[config.mk]
export PLATFORM = sky130hd
export DESIGN_NAME = button_gesture_event_fsm_top
export DESIGN_NICKNAME = d
export VERILOG_FILES = /design/src/rtl/bge_pkg.sv /design/src/rtl/bge_cfg.sv /design/src/rtl/bge_fsm.sv /design/src/rtl/button_gesture_event_fsm_top.sv
export SDC_FILE = /design/constraint.sdc
export NUM_CORES = 1
export LEC_CHECK = 0
export BUFFER_PORTS_ARGS = -buffer_cell sky130_fd_sc_hd__buf_4
export CORE_MARGIN = 3
export CORE_UTILIZATION = 62
export CTS_BUF_LIST = sky130_fd_sc_hd__clkbuf_16
export DETAILED_ROUTE_END_ITERATION = 12
export HOLD_SLACK_MARGIN = 0.12
export MAX_ROUTING_LAYER = met4
export PLACE_DENSITY = 0.89
export SLEW_MARGIN = 15
export SYNTH_ARGS = -nofsm -noshare
export SYNTH_HDL_FRONTEND = slang
export SYNTH_HIERARCHICAL = 1
export SYNTH_SLANG_ARGS = --single-unit
[constraint.sdc]
create_clock -name clk_i -period 6.3 [get_ports clk_i]
set_input_delay 0.315 -clock clk_i [delete_from_list [all_inputs] [get_ports clk_i]]
set_output_delay 0.315 -clock clk_i [all_outputs]
set_load 0.01 [all_outputs]
[src/rtl/bge_pkg.sv]
// shared types and codes for the button gesture event block
package bge_pkg;

  // event codes as reported on event_code
  localparam logic [2:0] EV_PRESS   = 3'd0;
  localparam logic [2:0] EV_RELEASE = 3'd1;
  localparam logic [2:0] EV_CLICK   = 3'd2;
  localparam logic [2:0] EV_DOUBLE  = 3'd3;
  localparam logic [2:0] EV_MULTI   = 3'd4;
  localparam logic [2:0] EV_LSTART  = 3'd5;
  localparam logic [2:0] EV_HOLD    = 3'd6;
  localparam logic [2:0] EV_LEND    = 3'd7;

  // configuration register indexes
  localparam logic [2:0] REG_DEBOUNCE     = 3'd0;
  localparam logic [2:0] REG_LONG_PRESS   = 3'd1;
  localparam logic [2:0] REG_HOLD_REPEAT  = 3'd2;
  localparam logic [2:0] REG_CLICK_WINDOW = 3'd3;
  localparam logic [2:0] REG_EVENT_MASK   = 3'd4;
  localparam logic [2:0] REG_PRESSED_LVL  = 3'd5;
  localparam logic [2:0] REG_CLICK_LIMIT  = 3'd6;

  localparam int unsigned ElapsedW = 17;
  localparam logic [ElapsedW-1:0] ElapsedMax = '1;

  typedef struct packed {
    logic [15:0] debounce_time;
    logic [15:0] long_press_time;
    logic [15:0] hold_repeat_time;
    logic [15:0] click_window_time;
    logic [7:0]  event_enable_mask;
    logic        pressed_level;
    logic [7:0]  click_limit;
  } cfg_t;

  typedef struct packed {
    logic       event_valid;
    logic [2:0] event_code;
    logic [7:0] event_clicks;
    logic       is_down;
  } result_t;

endpackage

[src/rtl/bge_cfg.sv]
// configuration register file of the button gesture event block
module bge_cfg (
  input  logic               clk_i,
  input  logic               rst_ni,
  input  logic               wr_en_i,
  input  logic [2:0]         wr_index_i,
  input  logic [15:0]        wr_data_i,
  output bge_pkg::cfg_t      cfg_o
);

  bge_pkg::cfg_t cfg_q, cfg_d;

  always_comb begin
    cfg_d = cfg_q;
    if (wr_en_i) begin
      unique case (wr_index_i)
        bge_pkg::REG_DEBOUNCE:     cfg_d.debounce_time     = wr_data_i;
        bge_pkg::REG_LONG_PRESS:   cfg_d.long_press_time   = wr_data_i;
        bge_pkg::REG_HOLD_REPEAT:  cfg_d.hold_repeat_time  = wr_data_i;
        bge_pkg::REG_CLICK_WINDOW: cfg_d.click_window_time = wr_data_i;
        bge_pkg::REG_EVENT_MASK:   cfg_d.event_enable_mask = wr_data_i[7:0];
        bge_pkg::REG_PRESSED_LVL:  cfg_d.pressed_level     = wr_data_i[0];
        bge_pkg::REG_CLICK_LIMIT:  cfg_d.click_limit       = wr_data_i[7:0];
        default: ; // unused index, dropped
      endcase
    end
  end

  always_ff @(posedge clk_i or negedge rst_ni) begin
    if (!rst_ni) begin
      cfg_q.debounce_time     <= 16'd20;
      cfg_q.long_press_time   <= 16'd1000;
      cfg_q.hold_repeat_time  <= 16'd100;
      cfg_q.click_window_time <= 16'd300;
      cfg_q.event_enable_mask <= 8'hFF;
      cfg_q.pressed_level     <= 1'b0;
      cfg_q.click_limit       <= 8'd10;
    end else begin
      cfg_q <= cfg_d;
    end
  end

  assign cfg_o = cfg_q;

endmodule

[src/rtl/bge_fsm.sv]
// gesture state machine with the result register
module bge_fsm (
  input  logic               clk_i,
  input  logic               rst_ni,
  input  logic               step_i,
  input  logic               level_i,
  input  logic [15:0]        ms_i,
  input  bge_pkg::cfg_t      cfg_i,
  output bge_pkg::result_t   result_o
);

  typedef enum logic [2:0] {
    ST_IDLE,
    ST_DEB_PRESS,
    ST_PRESSED,
    ST_DEB_RELEASE,
    ST_WAIT_CLICK,
    ST_LONG
  } state_e;

  state_e                          state_q, state_d;
  logic [bge_pkg::ElapsedW-1:0]    elapsed_q, elapsed_d;
  logic [7:0]                      tally_q, tally_d;
  logic                            down_q, down_d;
  logic                            after_long_q, after_long_d;
  logic                            skip_q, skip_d;
  bge_pkg::result_t                result_q, result_d;

  logic                            active;
  logic [bge_pkg::ElapsedW:0]      sum;
  logic [bge_pkg::ElapsedW-1:0]    adv;
  logic                            fire;
  logic [2:0]                      fire_code;
  logic [7:0]                      fire_clicks;

  assign active = (level_i == cfg_i.pressed_level);
  assign sum    = {1'b0, elapsed_q} + {2'b00, ms_i};
  assign adv    = sum[bge_pkg::ElapsedW] ? bge_pkg::ElapsedMax
                                         : sum[bge_pkg::ElapsedW-1:0];

  always_comb begin
    state_d      = state_q;
    elapsed_d    = elapsed_q;
    tally_d      = tally_q;
    down_d       = down_q;
    after_long_d = after_long_q;
    skip_d       = skip_q;
    fire         = 1'b0;
    fire_code    = bge_pkg::EV_PRESS;
    fire_clicks  = 8'd0;

    if (skip_q) begin
      skip_d = active;
    end else begin
      unique case (state_q)
        ST_IDLE: begin
          if (active) begin
            elapsed_d = '0;
            state_d   = ST_DEB_PRESS;
          end
        end
        ST_DEB_PRESS: begin
          if (!active) begin
            elapsed_d = '0;
            state_d   = (tally_q == 8'd0) ? ST_IDLE : ST_WAIT_CLICK;
          end else if (adv >= {1'b0, cfg_i.debounce_time}) begin
            down_d      = 1'b1;
            elapsed_d   = '0;
            state_d     = ST_PRESSED;
            fire        = 1'b1;
            fire_code   = bge_pkg::EV_PRESS;
            fire_clicks = tally_q;
          end else begin
            elapsed_d = adv;
          end
        end
        ST_DEB_RELEASE: begin
          if (active) begin
            elapsed_d = '0;
            state_d   = after_long_q ? ST_LONG : ST_PRESSED;
          end else if (adv >= {1'b0, cfg_i.debounce_time}) begin
            down_d    = 1'b0;
            elapsed_d = '0;
            fire      = 1'b1;
            if (after_long_q) begin
              after_long_d = 1'b0;
              state_d      = ST_IDLE;
              fire_code    = bge_pkg::EV_LEND;
              fire_clicks  = tally_q;
            end else begin
              if (tally_q < cfg_i.click_limit) begin
                tally_d = tally_q + 8'd1;
              end
              state_d     = ST_WAIT_CLICK;
              fire_code   = bge_pkg::EV_RELEASE;
              fire_clicks = tally_d;
            end
          end else begin
            elapsed_d = adv;
          end
        end
        ST_PRESSED: begin
          if (!active) begin
            elapsed_d    = '0;
            after_long_d = 1'b0;
            state_d      = ST_DEB_RELEASE;
          end else if (adv >= {1'b0, cfg_i.long_press_time}) begin
            tally_d     = 8'd0;
            elapsed_d   = '0;
            state_d     = ST_LONG;
            fire        = 1'b1;
            fire_code   = bge_pkg::EV_LSTART;
            fire_clicks = 8'd0;
          end else begin
            elapsed_d = adv;
          end
        end
        ST_WAIT_CLICK: begin
          if (active) begin
            elapsed_d = '0;
            state_d   = ST_DEB_PRESS;
          end else if (adv >= {1'b0, cfg_i.click_window_time}) begin
            fire_clicks = tally_q;
            if (tally_q == 8'd1) begin
              fire      = 1'b1;
              fire_code = bge_pkg::EV_CLICK;
            end else if (tally_q == 8'd2) begin
              fire      = 1'b1;
              fire_code = bge_pkg::EV_DOUBLE;
            end else if (tally_q > 8'd2) begin
              fire      = 1'b1;
              fire_code = bge_pkg::EV_MULTI;
            end
            tally_d   = 8'd0;
            elapsed_d = '0;
            state_d   = ST_IDLE;
          end else begin
            elapsed_d = adv;
          end
        end
        ST_LONG: begin
          if (!active) begin
            elapsed_d    = '0;
            after_long_d = 1'b1;
            state_d      = ST_DEB_RELEASE;
          end else if (adv >= {1'b0, cfg_i.hold_repeat_time}) begin
            elapsed_d   = '0;
            fire        = 1'b1;
            fire_code   = bge_pkg::EV_HOLD;
            fire_clicks = tally_q;
          end else begin
            elapsed_d = adv;
          end
        end
        default: state_d = ST_IDLE;
      endcase
    end

    // masked events report zero valid, code and clicks
    result_d.event_valid  = fire && cfg_i.event_enable_mask[fire_code];
    result_d.event_code   = result_d.event_valid ? fire_code : 3'd0;
    result_d.event_clicks = result_d.event_valid ? fire_clicks : 8'd0;
    result_d.is_down      = down_d;
  end

  always_ff @(posedge clk_i or negedge rst_ni) begin
    if (!rst_ni) begin
      state_q      <= ST_IDLE;
      elapsed_q    <= '0;
      tally_q      <= 8'd0;
      down_q       <= 1'b0;
      after_long_q <= 1'b0;
      skip_q       <= 1'b1;
      result_q     <= '0;
    end else if (step_i) begin
      state_q      <= state_d;
      elapsed_q    <= elapsed_d;
      tally_q      <= tally_d;
      down_q       <= down_d;
      after_long_q <= after_long_d;
      skip_q       <= skip_d;
      result_q     <= result_d;
    end
  end

  assign result_o = result_q;

endmodule

[src/rtl/button_gesture_event_fsm_top.sv]
// top level of the button gesture event block: handshake, input register, assertions
//
// Debounces a sampled button level and turns it into gesture events (press, release,
// click, double, multi click, long-press start, hold repeat, long-press end), one result
// word per tick word. Throughput is one tick word per clock cycle while the result side
// takes its words. An accepted tick word waits in the input register; when it moves on,
// the state machine updates its state and loads the result register, which offers the
// result word. A stall on the result side backs up through the input register; the
// input side keeps taking words as long as the input register is empty or its word moves
// on, which needs the result register to be empty or being taken. The config port
// is always ready and should only be written while no tick is in flight. After reset the
// block ignores a button that is already held until it is first released.
module button_gesture_event_fsm_top (
  input  logic        clk_i,
  input  logic        rst_ni,
  // tick words
  input  logic        in_valid_i,
  output logic        in_ready_o,
  input  logic        raw_level_i,
  input  logic [15:0] tick_ms_i,
  // result words
  output logic        out_valid_o,
  input  logic        out_ready_i,
  output logic        event_valid_o,
  output logic [2:0]  event_code_o,
  output logic [7:0]  event_clicks_o,
  output logic        is_down_o,
  // config writes
  input  logic        cfg_valid_i,
  output logic        cfg_ready_o,
  input  logic [2:0]  cfg_index_i,
  input  logic [15:0] cfg_data_i
);

  bge_pkg::cfg_t    cfg;
  bge_pkg::result_t result;

  // input register stage
  logic        in_valid_q, in_valid_d;
  logic        raw_level_q;
  logic [15:0] tick_ms_q;
  logic        out_valid_q, out_valid_d;

  logic in_accept;
  logic out_accept;
  logic step;

  assign cfg_ready_o = 1'b1;

  // the stored word moves on when the result register is free or being emptied
  assign step       = in_valid_q && (!out_valid_q || out_ready_i);
  assign in_ready_o = !in_valid_q || step;
  assign in_accept  = in_valid_i && in_ready_o;
  assign out_accept = out_valid_q && out_ready_i;

  always_comb begin
    in_valid_d = in_valid_q;
    if (in_accept) begin
      in_valid_d = 1'b1;
    end else if (step) begin
      in_valid_d = 1'b0;
    end
    out_valid_d = out_valid_q;
    if (step) begin
      out_valid_d = 1'b1;
    end else if (out_accept) begin
      out_valid_d = 1'b0;
    end
  end

  always_ff @(posedge clk_i or negedge rst_ni) begin
    if (!rst_ni) begin
      in_valid_q  <= 1'b0;
      out_valid_q <= 1'b0;
    end else begin
      in_valid_q  <= in_valid_d;
      out_valid_q <= out_valid_d;
    end
  end

  // payload of the input register, no reset needed
  always_ff @(posedge clk_i) begin
    if (in_accept) begin
      raw_level_q <= raw_level_i;
      tick_ms_q   <= tick_ms_i;
    end
  end

  bge_cfg u_cfg (
    .clk_i      (clk_i),
    .rst_ni     (rst_ni),
    .wr_en_i    (cfg_valid_i && cfg_ready_o),
    .wr_index_i (cfg_index_i),
    .wr_data_i  (cfg_data_i),
    .cfg_o      (cfg)
  );

  bge_fsm u_fsm (
    .clk_i    (clk_i),
    .rst_ni   (rst_ni),
    .step_i   (step),
    .level_i  (raw_level_q),
    .ms_i     (tick_ms_q),
    .cfg_i    (cfg),
    .result_o (result)
  );

  assign out_valid_o    = out_valid_q;
  assign event_valid_o  = result.event_valid;
  assign event_code_o   = result.event_code;
  assign event_clicks_o = result.event_clicks;
  assign is_down_o      = result.is_down;

  // input side only stalls behind a full, stalled result register
  a_stall_cause: assert property (@(posedge clk_i) disable iff (!rst_ni)
    !in_ready_o |-> (out_valid_o && !out_ready_i))
    else $error("input stalled without a stalled result");

  // a reported event is always one that the mask enables
  a_mask: assert property (@(posedge clk_i) disable iff (!rst_ni)
    (out_valid_o && event_valid_o) |-> cfg.event_enable_mask[event_code_o])
    else $error("masked event reported");

  // press leaves the button down, release and long end leave it up
  a_down_press: assert property (@(posedge clk_i) disable iff (!rst_ni)
    (out_valid_o && event_valid_o && event_code_o == bge_pkg::EV_PRESS) |-> is_down_o)
    else $error("press reported with button up");

  a_down_release: assert property (@(posedge clk_i) disable iff (!rst_ni)
    (out_valid_o && event_valid_o &&
     (event_code_o == bge_pkg::EV_RELEASE || event_code_o == bge_pkg::EV_LEND))
    |-> !is_down_o)
    else $error("release reported with button down");

  // no event means zero code and zero clicks
  a_idle_zero: assert property (@(posedge clk_i) disable iff (!rst_ni)
    (out_valid_o && !event_valid_o) |-> (event_code_o == 3'd0 && event_clicks_o == 8'd0))
    else $error("idle result carries nonzero event fields");

endmodule

Word level (Yosys, flattened, before mapping)
Cells that the tools add are included.

Add/sub/neg operators: 2. Magnitude comparators: 7. Eq/ne operators: 29. Muxes and demuxes: 91. Bitwise logic cells: 1. Reductions and logical operators: 29.

Operators by type and width (number): 2-to-1 mux 17 bit (11); 2-to-1 mux 8 bit (18); one-hot mux 17 bit (6 select lines) (1); 2-to-1 mux 3 bit (27); greater-or-equal comparator 17 x 16 -> 1 bit (4); one-hot mux 8 bit (4 select lines) (1); 2-to-1 mux 1 bit (26); one-hot mux 8 bit (3 select lines) (1); adder 17 x 16 -> 18 bit (1); one-hot mux 3 bit (6 select lines) (1); equality test 3 bit (second input constant) (5); inequality test 2 x 1 -> 1 bit (second input constant) (7); AND reduction 2 bit (7); AND reduction 7 bit (2); equality test 3 x 2 -> 1 bit (second input constant) (4); one-hot mux 3 bit (4 select lines) (1); AND reduction 9 bit (1); adder 8 x 1 -> 8 bit (second input constant) (1); equality test 8 x 1 -> 1 bit (second input constant) (1); equality test 8 x 2 -> 1 bit (second input constant) (1); greater-than comparator 8 x 2 -> 1 bit (second input constant) (1); zero test 8 bit (1); less-than comparator 8 bit (1); inequality test 2 bit (second input constant) (4); other kinds (19) (31).

Register bits after elaboration: 143. Bits of input ports: 41. Output and inout port bits: 16. Word-level logic and storage cells: 179.

Logic depth before layout (Yosys ltp)
Gate-level depths: netlist of the first run.

Depth after elaboration: 12. Mapped depth: 21. Gate-level depth less buffers: 20.

Cells and area by module
Netlist of the first run, hierarchy kept.

By module, submodules not included: bge_fsm (times used 1, cells each 665, area an instance 5375.2 um^2); bge_cfg (times used 1, cells each 177, area an instance 3216.8 um^2); button_gesture_event_fsm_top (times used 1, cells each 27, area an instance 625.6 um^2).

Worst setup path before layout of the first run
No wires, ideal clock.

Path type: register to register. Start: register tick_ms_q[6]. End: register u_fsm.result_q (netlist bit u_fsm/result_o[1]). Arrival: 4.722 ns. Setup slack: 1.440 ns. Stages on the path, launching flop included: 21. Cells stage by stage: edfxtp_1 ha_1 a21oi_1 nor2_1 a211oi_1 a21boi_0 o21ai_0 a21oi_1 or3_1 a21o_1 ha_1 o21a_1 o21ai_0 a311oi_1 or4_1 nand4_1 o221ai_2 or2_1 a221o_1 nand2_2 o221ai_1.

Word-level cells in the longest chain between the ends: 11.

Ends and longest elaborated chain: start: declaration (RTL line button_gesture_event_fsm_top.sv:41) `logic [15:0] tick_ms_q;`; start signal: assignment (RTL line button_gesture_event_fsm_top.sv:85) `tick_ms_q <= tick_ms_i;`; adder 17 x 16 -> 18 bit (*) (RTL line bge_fsm.sv:37) `assign sum = {1'b0, elapsed_q} + {2'b00, ms_i};`; 2-to-1 mux 17 bit (*) (RTL line bge_fsm.sv:38) `assign adv = sum[bge_pkg::ElapsedW] ? bge_pkg::ElapsedMax`; greater-or-equal comparator 17 x 16 -> 1 bit, on equally long branches; 2-to-1 mux 3 bit, on equally long branches (2 in a row); one-hot mux 3 bit (4 select lines) (RTL line bge_fsm.sv:55) `unique case (state_q)`; 2-to-1 mux 3 bit (RTL line bge_fsm.sv:52) `if (skip_q) begin`; binary-select mux 1 bit (select 3 bit) (RTL line bge_fsm.sv:160) `result_d.event_valid = fire && cfg_i.event_enable_mask[fire_code];`; 2-to-1 mux 1 bit (implied by the code) (RTL line bge_fsm.sv:160); logical AND 1 bit (RTL line bge_fsm.sv:160); 2-to-1 mux 8 bit (*) (RTL line bge_fsm.sv:162) `result_d.event_clicks = result_d.event_valid ? fire_clicks : 8'd0;`; end signal: assignment (RTL line bge_fsm.sv:182) `result_q <= result_d;`; end: declaration (RTL line bge_fsm.sv:27) `bge_pkg::result_t result_q, result_d;`.

Mark *: on every way between the ends. The rest lies on a longest branch, timed or not. The select of a mux whose other input is x is not followed. A chain may end at the register's enable or synchronous reset.

Final worst setup path of the first run
Start: register tick_ms_q[6]. End: register u_fsm/elapsed_q[1] in the netlist's numbering.

Word-level cells in the longest chain between the ends: 6.

Ends and longest elaborated chain: adder 17 x 16 -> 18 bit (*) (RTL line bge_fsm.sv:37); 2-to-1 mux 17 bit (*) (RTL line bge_fsm.sv:38); greater-or-equal comparator 17 x 16 -> 1 bit, on equally long branches; 2-to-1 mux 17 bit, on equally long branches (2 in a row); one-hot mux 17 bit (6 select lines) (*) (RTL line bge_fsm.sv:55); end signal: assignment (RTL line bge_fsm.sv:177) `elapsed_q <= elapsed_d;`; end: declaration (RTL line bge_fsm.sv:22) `logic [bge_pkg::ElapsedW-1:0] elapsed_q, elapsed_d;`.

Mark *: on every way between the ends. The rest lies on a longest branch, timed or not.

==> results.py, run 1 <==
metrics = {
    "power": {
        "worst_ir_drop_vdd_v": 0.000292,
        "leakage_nw": 4.87,
        "p_per_area_nw_per_um2": 422,
    },
    "die": {
        "coreArea_um2": 14200,
        "die-width_um": 128,
        "initial_core_util_pct": 64.9,
        "floorplan.die.height_um": 128,
        "dieArea_um2": 16400,
        "std_cell_rows": 43,
        "ios": 57,
    },
    "routing": {
        "drt_drc_violations_left": 0,
        "routed-via-count": 7307,
        "initialDrtViolationCount": 802,
        "wire_per_inst_um": 20.8,
        "totalWireLength_mm": 23.5,
        "drt_pre_antenna_iters": 5,
        "route.detailed.vias_per_inst": 6.45,
        "ant_nets": 0,
    },
    "global_routing": {
        "grt_remaining_overflow": 0,
        "largest_net_degree_at_the_start_of_global_routing": 71,
        "first_global_vias": 7254,
        "groute.usage.overall_pct": 30.4,
        "grt_first_pass_wirelength_mm": 37.7,
        "antenna_found_initial": 0,
    },
    "synthesis": {
        "synth_common_cells": "dfrtp_1, inv_1, ha_1",
        "seq_area_frac_synth_pct": 40.1,
        "postSynthAreaPerCell_um2": 10.6,
        "ys_seq_elements": 143,
        "synth_warnings": 6,
        "syn-cell-area_um2": 9220,
        "synth_async_sr_flop_share_pct": 88.1,
        "most_numerous_cell_in_the_yosys_netlist": "dfrtp_1",
        "synthesized_instance_count": 869,
        "synth_net_count": 1004,
        "synth.largest_area_cell": "dfrtp_1",
        "proportion_of_netlist_area_held_by_the_largest_area_contributor_pct": 27.1,
        "ys.flop_type": "dfrtp_1",
        "synthDistinctLibCells": 84,
        "synth.area.top_cells": "dfrtp_1, ha_1, mux2_2",
        "synth-edff-count": 17,
    },
    "finish": {
        "antenna-diode-count": 0,
        "nNetsFinal": 1074,
        "fillers": 969,
        "layout-drive-gt1-share_pct": 23.5,
        "total_area_of_multi_input_combinational_cells_um2": 4990,
        "syn2layout_area_growth_pct": 13.4,
        "reg_area_um2": 3700,
    },
    "timing": {
        "timing.slew.headroom_pct": 30.7,
        "tightestPinTransition_ns": 1.01,
        "setup-tns-final_ns": 0,
        "hold-worst-slack_ns": 0.138,
        "timing_hold_violations_final": 0,
        "max_freq_mhz": 172,
        "finalWorstPathRequiredPeriod_ns": 5.82,
        "setup_viol": 0,
        "timing_max_transition_violations_final": 0,
        "final.period_utilization_pct": 92.3,
        "rsz_0062_raised_after_global_routing": "false",
        "finalClockSkew_ns": 0.0112,
    },
    "critical_path": {
        "critical_path.top_delay_family": "compound AO/OA/AOI/OAI gates",
        "crit_required_ns": 6.66,
        "cp-end-kind": "register",
        "crit_slowest_cell": "a211oi_4",
        "critical_path.startpoint_type": "register",
        "worstPathCellList": "ha_1 -> a21oi_1 -> nor2_1 -> a211oi_1 -> a21boi_0 -> o21ai_0 -> a21oi_1 -> or3_1 -> a21o_1 -> ha_1 -> o21a_1 -> o21ai_0 -> a311oi_1 -> or4_1 -> nor3b_1 -> o21ai_0 -> and2_1 -> a211oi_4 -> a22o_1",
        "worstSetupPathType": "reg -> reg",
        "cp_data_arrival_time_ns": 6.18,
        "maximum_fanout_along_the_worst_path": 16,
        "critPathMaxStageDelay_ns": 0.69,
        "timing.critical_path.mode_cell": "o21ai_0",
        "critical_path_buf_inv_count": 0,
    },
    "clock_tree": {
        "clock_sink_count": 143,
        "cts_root_buffer": "clkbuf_16",
        "tritoncts_clock_tree": "done",
        "worst_setup_hold_path_clk_slew_ns": 0.07,
        "numCtsBuffers": 17,
        "cts-resized-gates": 0,
        "cts-htree-levels": 4,
        "insertion_delay_ns": 0.44,
        "clock_path_buffers": 2,
    },
    "run": {
        "maxCapViolations": 0,
    },
    "hold_path": {
        "hold_path.class": "in -> reg",
    },
    "place": {
        "final_weighted_congestion_in_routability_driven_placement": 0.954,
        "dp_hpwl_mm": 15.7,
        "place.port_buffers": 55,
    },
    "run_status": {
        "run_status": "finished, final reports clean",
    },
}
-- sequential cells by signal, indices dropped and copies added, names as in the netlist --
name,count
u_cfg/cfg_o,81
u_fsm/elapsed_q,17
tick_ms_q,16
u_fsm/result_o,13
u_fsm/tally_q,8
u_fsm/state_q,3
in_valid_q,1
out_valid_o,1
raw_level_q,1
u_fsm/after_long_q,1
u_fsm/skip_q,1
-- per-layer routing --
| layer | global-route usage (%) | vias to the layer above | routed length [um] |
|---|---|---|---|
| met3 | 6.33 | 56 | 1590 |
| li1 | - | 3339 | - |
| met5 | - | - | 0 |
| met2 | 46.9 | 348 | 11100 |
| met1 | 40.2 | 3564 | 10300 |
| met4 | 10.6 | 0 | 586 |
-- stage by stage --
stage                     area (um^2)  util, %  setup WS, ns  instances  power (mW)
final                           10500     73.6         0.482       1132        4.41
after global routing            10500     73.6         0.167       1132        4.67
after CTS                       10500     73.6         0.604       1132        4.31
after detailed placement         9720     68.4         0.673       1081        3.30
after global placement           9720     68.4         0.792       1081        3.19
after floorplan                  9220        -          1.44        869        2.74
-- report_power, final --
group	internal (mW)	leakage (nW)	total (mW)	switching, mW
Combinational	0.879	2.90	2.15	1.27
Sequential	1.14	1.70	1.30	0.160
Clock	0.556	0.278	0.954	0.398
-- final cells by class --
| type | instances | area share [%] |
|---|---|---|
| sequential | 143 | 35.3 |
| timing repair buffer | 79 | 6.13 |
| inverter | 95 | 3.41 |
| multi-input combinational | 603 | 47.7 |
| clock buffer | 18 | 4.31 |
| tap | 180 | 2.15 |
| clock inverter | 14 | 0.957 |
-- path summary, 6_finish.rpt --
check,from,to,slack (ns),cells after the start
worst max-delay path,tick_ms_q[6],u_fsm/elapsed_q[1],0.48,19
worst min-delay path,cfg_data_i[10],u_cfg/cfg_o[75],0.14,2
worst max register to register,tick_ms_q[6],u_fsm/elapsed_q[1],0.48,19
worst min register to register,u_fsm/result_o[0],u_fsm/result_o[0],0.50,1
max in group asynchronous,rst_ni,u_fsm/elapsed_q[16],4.46,3
min in group asynchronous,rst_ni,u_fsm/elapsed_q[8],0.56,2
-- cell families (layout without fill, tap and decap cells) --
group	after synthesis	count (layout)	share of synthesized area [%]
other cells	1	1	0.0407
mux	82	82	10.8
compound gates	221	221	17.7
fa+ha+maj	94	94	12.8
simple gates	196	196	11.9
xor+xnor	9	9	0.855
buf+inv	123	206	5.80
flops	143	143	40.1
-- placed cells by master (no fill, tap or decap), types with 26 or more instances in the layout --
master	n
dfrtp_1	100
inv_1	96
ha_1	93
mux2_2	62
buf_4	60
nand2_1	45
a21oi_1	37
nor2_1	36
o21ai_0	32
dfstp_2	26
-- what timing repair did --
item	4_1_cts	5_1_grt
hold buffers	19	0
endpoints found under the hold margin	82	0
buffers inserted	0	0
Power figures use the tool's default switching activity.
==> run 2, diff against run 1 <==
- CORE_UTILIZATION: 62 -> 40
- PLACE_DENSITY: 0.89 -> 0.64
==> results.py, run 2 (same netlist as run 1, synthesis figures left out) <==
metrics = {
    "global_routing": {
        "largest_net_degree_at_the_start_of_global_routing": 76,
        "antenna_found_initial": 0,
        "grt_first_pass_wirelength_mm": 36.4,
        "grt_remaining_overflow": 0,
        "global_route.usage.met1_pct": 26.8,
        "globalRouteMet3Util_pct": 3.28,
        "first_global_vias": 6815,
        "met2_usage_pct": 28.8,
        "grt_busiest_layer": "met2",
        "groute.usage.overall_pct": 19.2,
    },
    "routing": {
        "totalWireLength_mm": 22.1,
        "initialDrtViolationCount": 508,
        "route.detailed.vias_per_inst": 5.60,
        "drt_pre_antenna_iters": 5,
        "routed-via-count": 6901,
        "ant_nets": 0,
        "drt_drc_violations_left": 0,
        "wire_per_inst_um": 18.0,
    },
    "hold_path": {
        "hold_path.class": "in -> reg",
    },
    "die": {
        "ios": 57,
        "dieArea_um2": 24900,
        "floorplan.die.height_um": 158,
        "std_cell_rows": 54,
        "coreArea_um2": 22200,
        "initial_core_util_pct": 41.5,
        "die-width_um": 158,
    },
    "critical_path": {
        "worstSetupPathType": "reg -> reg",
        "cp_data_arrival_time_ns": 6.01,
        "cp-end-kind": "register",
        "critical_path.startpoint_type": "register",
        "maximum_fanout_along_the_worst_path": 16,
        "crit_required_ns": 6.66,
    },
    "finish": {
        "layout_commonest_cell": "dfrtp_1",
        "syn2layout_area_growth_pct": 15.1,
        "number_of_flip_flops_under_the_largest_register_name": 81,
        "reg_area_um2": 3700,
        "layout_common_cells": "dfrtp_1, inv_1, ha_1, mux2_2, buf_4",
        "fillers": 2057,
        "stdcell_area_um2": 10600,
        "nNetsFinal": 1074,
        "antenna-diode-count": 0,
        "total_area_of_multi_input_combinational_cells_um2": 4990,
        "layout-drive-gt1-share_pct": 23.7,
    },
    "timing": {
        "tightestPinTransition_ns": 1.10,
        "finalWorstPathRequiredPeriod_ns": 5.65,
        "hold-worst-slack_ns": 0.139,
        "setup-tns-final_ns": 0,
        "setup_viol": 0,
        "timing_max_transition_violations_final": 0,
        "timing_hold_violations_final": 0,
        "finalClockSkew_ns": 0.00962,
        "timing.slew.headroom_pct": 26.8,
        "layout_setup_ws_ns": 0.646,
        "rsz_0062_raised_after_global_routing": "false",
        "final.period_utilization_pct": 89.7,
        "max_freq_mhz": 177,
    },
    "power": {
        "total_power_mw": 4.34,
        "p_per_area_nw_per_um2": 409,
        "leakage_nw": 4.88,
        "worst_ir_drop_vdd_v": 0.000163,
    },
    "place": {
        "place_ws_ns": 0.708,
        "placement.cell_area_um2": 9840,
        "dp_hpwl_mm": 16.1,
        "place.port_buffers": 55,
        "final_weighted_congestion_in_routability_driven_placement": 0.857,
    },
    "clock_tree": {
        "clock_sink_count": 143,
        "clock_path_buffers": 2,
        "tritoncts_clock_tree": "done",
        "cts_root_buffer": "clkbuf_16",
        "cts-htree-levels": 4,
        "cts_setup_buffers": 0,
        "insertion_delay_ns": 0.43,
        "numCtsBuffers": 17,
        "worst_setup_hold_path_clk_slew_ns": 0.06,
    },
    "run_status": {
        "run_status": "finished, final reports clean",
    },
    "run": {
        "maxCapViolations": 0,
    },
}
## run 2: cell count changes in the layout (fill, tap and decap cells not counted)
cell	delta
inv_6	+4
clkinv_2	-3
inv_8	+2
clkinv_1	-1
clkinv_4	+1
clkinvlp_4	-1
inv_1	-1
inv_4	-1
## run 2: final timing paths
kind	start	endpoint	slack (ns)	depth (start not counted)
min in group asynchronous	rst_ni	u_cfg/cfg_o[73]	0.58	2
worst max-delay path	tick_ms_q[0]	u_fsm/elapsed_q[10]	0.65	20
worst min register to register	u_fsm/result_o[0]	u_fsm/result_o[0]	0.50	1
max in group asynchronous	rst_ni	u_fsm/elapsed_q[4]	4.51	3
worst max register to register	tick_ms_q[0]	u_fsm/elapsed_q[10]	0.65	20
worst min-delay path	cfg_data_i[11]	u_cfg/cfg_o[60]	0.14	2
## run 2: stage by stage
stage | utilization, % | instances
global route | 47.7 | 1232
finish | 47.7 | 1232
floorplan | - | 869
global placement | 44.3 | 1181
detailed placement | 44.3 | 1181
CTS | 47.7 | 1232
## run 2: cell type report
type,instances,share of cell area [%]
well taps,280,3.30
repair buffers,79,6.04
flip-flops and latches,143,34.8
inverters,95,3.36
multi-input cells,603,47.0
clock buffers,18,4.24
clock inverters,14,1.23
## run 2: worst max-delay path: stages, from the launching register on
cell and delay, ns:
edfxtp_1 0.37, ha_1 0.25, fa_1 0.44, a211oi_2 0.31, o211ai_2 0.15, nand3_1 0.17, or2b_1 0.24, a21oi_1 0.17
xnor2_1 0.08, or2_2 0.35, ha_1 0.31, and3_1 0.19, a221oi_1 0.41, a21o_1 0.18, a31oi_1 0.06, nor2_1 0.38
nand3_1 0.16, a211o_1 0.31, and2_1 0.20, a211oi_4 0.64, a22o_1 0.23
## run 2: per-layer routing
layer,wire length (um),up-vias
met2,9980,155
li1,-,3334
met3,802,21
met5,0,-
met1,11000,3391
met4,319,0
## run 2: repair_timing
action                    in CTS  in global routing
resized for setup              0                  0
hold buffers                  19                  0
hold endpoints to repair      70                  0
## run 2: report_power, final
part	leakage, nW	total, mW	switching [mW]	internal [mW]
logic	2.89	2.04	1.18	0.861
registers	1.70	1.29	0.153	1.14
clock network	0.289	1.00	0.428	0.574
total	4.88	4.34	1.76	2.58
